--- config.mk ---
export PLATFORM = sky130hd
export DESIGN_NAME = spde_ctrl
export DESIGN_NICKNAME = d
export VERILOG_FILES = /design/src/spde_pkg.sv /design/src/spde_ctrl.sv
export SDC_FILE = /design/constraint.sdc
export NUM_CORES = 1
export LEC_CHECK = 0
export ABC_AREA = 1
export BUFFER_PORTS_ARGS = -buffer_cell sky130_fd_sc_hd__buf_2
export CAP_MARGIN = 20
export CORE_AREA = 10 10 47 49
export CTS_CLUSTER_SIZE = 25
export DETAILED_ROUTE_END_ITERATION = 16
export DIE_AREA = 0 0 57 59
export HOLD_SLACK_MARGIN = 0.1
export MAX_ROUTING_LAYER = met4
export PLACE_DENSITY_LB_ADDON = 0.2
export SLEW_MARGIN = 10
export SYNTH_ARGS = -nofsm -noshare
export SYNTH_HDL_FRONTEND = slang
export SYNTH_SLANG_ARGS = --single-unit
--- constraint.sdc ---
create_clock -name clk -period 1.2 [get_ports clk]
set_input_delay 0.24 -clock clk [delete_from_list [all_inputs] [get_ports clk]]
set_output_delay 0.24 -clock clk [all_outputs]
set_load 0.01 [all_outputs]
--- src/spde_pkg.sv ---
// Shared types, codes and constants of the shortest-path engine.
`default_nettype none
package spde_pkg;
	localparam int unsigned NODE_W     = 10;
	localparam int unsigned NCFG_W     = 11;
	localparam int unsigned DIST_W     = 31;
	localparam int unsigned WEIGHT_W   = 16;
	localparam int unsigned FILL_W     = 13;
	localparam int unsigned CNT_W      = 12;
	localparam int unsigned SUM_W      = 40;
	localparam int unsigned MAX_NODES  = 1024;
	localparam int unsigned EDGE_DEPTH = 2048;
	localparam int unsigned EDGE_W     = 2 * NODE_W + WEIGHT_W;

	localparam logic [DIST_W-1:0] UNREACH  = 31'h4000_0000;
	localparam logic [NCFG_W-1:0] NCFG_MAX = 11'd1024;
	localparam logic [FILL_W-1:0] FILL_LIM = 13'd4094;

	localparam logic [1:0] OP_ADD   = 2'd0;
	localparam logic [1:0] OP_RUN   = 2'd1;
	localparam logic [1:0] OP_READ  = 2'd2;
	localparam logic [1:0] OP_CLEAR = 2'd3;

	localparam logic [1:0] ST_OK    = 2'd0;
	localparam logic [1:0] ST_FULL  = 2'd1;
	localparam logic [1:0] ST_RANGE = 2'd2;

	typedef enum logic [3:0] {
		S_CLR, S_IDLE, S_RD, S_INIT, S_EDGE_RD, S_EDGE_CHK, S_RELAX, S_SCAN, S_SUM
	} state_t;

	typedef enum logic [4:0] {
		DC_NONE, DC_CLEAR, DC_ADD, DC_FILL_CLR, DC_RD_ISSUE, DC_RESP_READ,
		DC_RUN_START, DC_INIT, DC_SEED, DC_EDGE_RD, DC_EDGE_CHK, DC_RELAX,
		DC_SCAN_START, DC_SCAN, DC_SETTLE, DC_SUM_START, DC_SUM, DC_SUM_STORE
	} dp_cmd_t;

	typedef struct packed {
		logic cnt_ge_n;
		logic cnt_full;
		logic edge_end;
		logic hit;
		logic sweep_done;
		logic found;
		logic out_busy;
	} dp_stat_t;
endpackage
`default_nettype wire

--- src/spde_ctrl.sv ---
// Controller state machine of the shortest-path engine.
`default_nettype none
module spde_ctrl (
	input  wire logic              clk,
	input  wire logic              arst_n,
	input  wire logic              in_valid,
	input  wire logic [1:0]        operation,
	input  wire spde_pkg::dp_stat_t stat,
	output logic                   in_ready,
	output spde_pkg::dp_cmd_t      cmd
);
	spde_pkg::state_t state_q, state_d;

	always_ff @(posedge clk or negedge arst_n) begin
		if (!arst_n) begin
			state_q <= spde_pkg::S_CLR;
		end else begin
			state_q <= state_d;
		end
	end

	always_comb begin
		state_d  = state_q;
		cmd      = spde_pkg::DC_NONE;
		in_ready = 1'b0;
		unique case (state_q)
			spde_pkg::S_CLR: begin
				if (stat.cnt_full) begin
					state_d = spde_pkg::S_IDLE;
				end else begin
					cmd = spde_pkg::DC_CLEAR;
				end
			end
			spde_pkg::S_IDLE: begin
				in_ready = !stat.out_busy;
				if (in_valid && !stat.out_busy) begin
					unique case (operation)
						spde_pkg::OP_ADD:  cmd = spde_pkg::DC_ADD;
						spde_pkg::OP_RUN: begin
							cmd     = spde_pkg::DC_RUN_START;
							state_d = spde_pkg::S_INIT;
						end
						spde_pkg::OP_READ: begin
							cmd     = spde_pkg::DC_RD_ISSUE;
							state_d = spde_pkg::S_RD;
						end
						default: cmd = spde_pkg::DC_FILL_CLR;
					endcase
				end
			end
			spde_pkg::S_RD: begin
				cmd     = spde_pkg::DC_RESP_READ;
				state_d = spde_pkg::S_IDLE;
			end
			spde_pkg::S_INIT: begin
				if (stat.cnt_ge_n) begin
					cmd     = spde_pkg::DC_SEED;
					state_d = spde_pkg::S_EDGE_RD;
				end else begin
					cmd = spde_pkg::DC_INIT;
				end
			end
			spde_pkg::S_EDGE_RD: begin
				if (stat.edge_end) begin
					cmd     = spde_pkg::DC_SCAN_START;
					state_d = spde_pkg::S_SCAN;
				end else begin
					cmd     = spde_pkg::DC_EDGE_RD;
					state_d = spde_pkg::S_EDGE_CHK;
				end
			end
			spde_pkg::S_EDGE_CHK: begin
				cmd     = spde_pkg::DC_EDGE_CHK;
				state_d = stat.hit ? spde_pkg::S_RELAX : spde_pkg::S_EDGE_RD;
			end
			spde_pkg::S_RELAX: begin
				cmd     = spde_pkg::DC_RELAX;
				state_d = spde_pkg::S_EDGE_RD;
			end
			spde_pkg::S_SCAN: begin
				if (!stat.sweep_done) begin
					cmd = spde_pkg::DC_SCAN;
				end else if (stat.found) begin
					cmd     = spde_pkg::DC_SETTLE;
					state_d = spde_pkg::S_EDGE_RD;
				end else begin
					cmd     = spde_pkg::DC_SUM_START;
					state_d = spde_pkg::S_SUM;
				end
			end
			spde_pkg::S_SUM: begin
				if (stat.sweep_done) begin
					cmd     = spde_pkg::DC_SUM_STORE;
					state_d = spde_pkg::S_IDLE;
				end else begin
					cmd = spde_pkg::DC_SUM;
				end
			end
			default: state_d = spde_pkg::S_IDLE;
		endcase
	end
endmodule
`default_nettype wire

# == Yosys cells after proc, flatten, opt, wreduce, memory -nomap -nowiden ==
# Cells that the tools add are included.
# totals
regBits,4
inputBits,12
out_inout_bits,6
wordCells,42
# op_classes
eq_ne,16
n_mux,20
n_reduce_logical,5
# ops
operator,n
$pmux 5 s9,1
$pmux 4 s8,1
$mux 4,7
$eq 4x3->1 const B,4
$ne 2x2->1 const B,5
$pmux 3 s3,1
$eq 4x2->1 const B,2
$pmux 4 s2,1
$mux 2,3
$mux 3,2
$reduce_and 6->1,1
$eq 4x1->1 const B,1
$eq 4x4->1 const B,1
$logic_not 4->1,1
$mux 1,4
$ne 3x3->1 const B,1
$eq 2x1->1 const B,1
$eq 2x2->1 const B,1
$logic_not 2->1,1
$logic_and 1x1->1,1
$logic_not 1->1,1

# == Depth between registers and ports, before layout ==
# logic_depth
ltp_word,4
ltp_mapped,8

# == Worst setup path after synthesis ==
# No wires, ideal clock.
# synth_path
path_type,register to output
startpoint,register state_q[1]
endpoint,output cmd[0]
t_arrival_ns,1.032
required_time_ns,0.960
setup_slack_ns,-0.072
path_stages_with_launch,6
n_path_buf,0
cell_sequence,dfrtp_1 nor2_1 nand2_1 o21ai_1 nor2_1 nand3_1
# synth_via
elab_chain_cells,2
elab_cells_between_ends,10
cone_classes,eq/ne: 8; mux: 1; reduce/logical: 1
# synth_lines
element,line_no,rtl
from (decl),spde_ctrl.sv:12,"spde_pkg::state_t state_q, state_d;"
from (signal assigned),spde_ctrl.sv:16,state_q <= spde_pkg::S_CLR;
from (signal assigned),spde_ctrl.sv:18,state_q <= state_d;
"$eq 4x4->1, or another cell as far along",spde_ctrl.sv:26,unique case (state_q)
$pmux 5 s9 (*),spde_ctrl.sv:26,
to (decl),spde_ctrl.sv:10,output spde_pkg::dp_cmd_t cmd
# Mark *: on every way between the ends. The rest lies on a longest branch, timed or not.

# == Worst setup path in the final report ==
# layout_path
startpoint,register state_q[2]
endpoint,output cmd[0]
# Same word-level chain as after synthesis.

==> results.json <==
{
  "synthTopCellsByArea": "dfrtp_1 (19%), nand2_1 (13%), nand3_1 (13%), nor2_1 (8.0%), ha_1 (7.2%)",
  "critPathLaunch": "state_q[2]",
  "routabilityCongestion": 0.8584,
  "syn_to_final_growth_pct": 74.46,
  "chipHeight_um": 59,
  "synth_area_sq_um": 519.2,
  "max_slew.worst_pin.slew_ns": 0.2453,
  "nFillCells": 122,
  "ios": 18,
  "first_iter_violations": 13,
  "rows": 14,
  "h-tree-depth": 1,
  "synthDistinctLibCells": 20,
  "wirelength_mm": 1.762,
  "synth_top_area_cell": "dfrtp_1",
  "drive_above_1_share": 0.6179,
  "place_inst": 128,
  "crit_path_max_fanout": 5,
  "grt_max_degree": 7,
  "cts-root-buf": "clkbuf_4",
  "track_usage": 0.1044,
  "initial_utilization": 0.3705,
  "p_switching_uw": 897.4,
  "finalInstanceArea_sq_um": 905.9,
  "placed_area_sq_um": 719.4,
  "intPower_uw": 983.9,
  "ir_drop_mv": 0.9885,
  "place_hpwl_mm": 1.305,
  "fin_ws_ns": -0.4059,
  "fin_skew_ns": 0.006482,
  "reg_top3": "state_q (4)",
  "power_density_nw_per_um2": 2077,
  "clkLatencyLatePin_ns": 0.23,
  "combPwrFrac": 0.763,
  "viasPerCell": 5.007,
  "cts.sinks": 4,
  "hold_start": "stat[1]",
  "crit_type": "flop to output pin",
  "max_freq_mhz": 622.7,
  "hold_viol": 0,
  "cp-end-kind": "output pin",
  "synthCells": 83,
  "crit_slowest_cell": "dfrtp_1",
  "nets": 140,
  "yosys_warnings": 0,
  "crit_chain": "buf_6 -> nor2_4 -> nand3_2 -> nand2_2 -> nor2_2 -> nand3_1 -> buf_2",
  "timing.rr.start": "state_q[2]",
  "clkTransAtPathRegs_ns": 0.03,
  "cts_tree": "done",
  "layoutNonFillerInstCount": 139,
  "switching_share": 0.4770,
  "clk_path_buf_depth": 2,
  "vias": 696,
  "pwr-share-clk": 0.086,
  "cpPeakStageDelay_ns": 0.41,
  "antenna_found_initial": 0,
  "dieArea_sq_um": 3363,
  "ys_ff_latch": 4,
  "wl_per_cell_um": 12.68,
  "ant_nets": 0,
  "drc": 0,
  "yosysTopAreaCellShare": 0.1928,
  "port_buffers": 17,
  "p_leak_nw": 0.4910,
  "die_w_um": 57,
  "finalCriticalPeriod_ns": 1.606,
  "pwr-share-seq": 0.151,
  "finalMaxSlewViolations": 0,
  "setup_violations": 10,
  "largest_register": "state_q",
  "drt-pass1-iter-count": 4,
  "p_total_mw": 1.881,
  "grt_setup_unrepaired": "yes",
  "antennaDiodeCount": 0,
  "avgSynthCellArea_sq_um": 6.256,
  "max_slew_margin": 0.8347,
  "grt_first_pass_wirelength_mm": 2.925,
  "cts_buffers": 3,
  "hold_class": "input pin to flop",
  "drv_cap": 0,
  "syn_nets": 98,
  "grt_pass1_vias": 738,
  "failed_checks": "setup timing",
  "largest_reg_flops": 4,
  "cp_data_arrival_time_ns": 1.37,
  "yosysSeqAreaShare": 0.1928,
  "cp.required_ns": 0.96,
  "fin_crit_sh": 1.338,
  "core-area_sq_um": 1401,
  "start_kind": "flop",
  "overflow": 0,
  "outcome": "finished with violations"
}
-- layer usage --
layer | global-route usage | vias to the layer above | wire length (um)
met5 | - | - | 0
met4 | 0.03020 | 0 | 17
met1 | 0.1130 | 318 | 766
met3 | 0.008584 | 4 | 49
li1 | - | 352 | -
met2 | 0.1969 | 22 | 928
-- layout make-up --
cell class / instances / area (sq um) / share of cell area
flip-flops and latches: 4 / 103.9 / 0.1146
clock buffers: 3 / 22.52 / 0.02486
inverters: 12 / 47.55 / 0.05249
well taps: 16 / 20.02 / 0.02210
multi-input cells: 67 / 456.7 / 0.5041
repair buffers: 37 / 255.2 / 0.2818
-- cell families after synthesis --
family,count (synthesis),synth area share
adders and majority gates,3,0.07230
and+or+nand+nor,56,0.5542
DFF,4,0.1928
AOI/OAI and AO/OA,8,0.09396
buffers and inverters,12,0.08676
-- cells in the final DEF, fill, tap and decap left out, drive strengths merged --
master,count
buf,36
nand2,21
nor2,18
nand3,14
inv,12
o21ai,4
dfrtp,4
ha,3
clkbuf,3
nand3b,2
a21oi,1
o211ai,1
nand4,1
o31ai,1
o2111ai,1
dlygate4sd3,1
-- path summary, 6_finish.rpt --
check,endpoint,depth (start not counted),slack (ns)
worst max-delay path,cmd[0],7,-0.41
worst min register to register,state_q[1],2,0.61
worst max register to register,state_q[1],10,-0.28
min in group asynchronous,state_q[0],2,0.35
max in group asynchronous,state_q[3],2,0.72
worst min-delay path,state_q[3],4,0.34
-- critical path, delay by kind of cell (launching register included) --
kind / cells / cell delay (ns)
flops: 1 / 0.41
simple gates: 5 / 0.47
buf+inv: 2 / 0.27
-- synth_stat cells --
master     count
a21oi_1        1
nand3_2        1
nand3b_1       2
nand2_2        2
nor2_2         4
o31ai_1        1
nand2_4        1
nor2_1        11
inv_2          7
nand2_1       18
inv_1          5
o211ai_1       1
o2111ai_1      1
dfrtp_1        4
nor2_4         3
nand4_1        1
nand3_1       13
o21ai_0        3
o21ai_1        1
ha_1           3
-- through the flow --
stage               hold slack, ns  utilization  worst slack [ns]  TNS (ns)
floorplan                 -0.05559            -          -0.03879  -0.07589
global placement           0.04615       0.5134           -0.2394    -1.207
detailed placement         0.04775       0.5134           -0.2437    -1.232
CTS                         0.3261       0.5982           -0.4084    -3.051
global route                0.3598       0.6464           -0.4752    -3.703
finish                      0.3431       0.6464           -0.4059    -3.063
-- power by group through the flow --
stage | registers, mW | logic, mW | clock network [mW]
after floorplan | 0.242 | 0.647 | 0
after global placement | 0.250 | 1.05 | 0
after detailed placement | 0.251 | 1.05 | 0
after CTS | 0.281 | 1.25 | 0.162
after global routing | 0.288 | 1.56 | 0.180
final | 0.284 | 1.44 | 0.162
-- what timing repair did --
action                                  CTS  global route
gates resized for setup                  12            16
pin swaps                                12            12
hold buffers                              1             0
endpoints found under the hold margin     4             0
setup buffers                             6             1
endpoints found under the setup margin   10            10
Power figures use the tool's default switching activity.
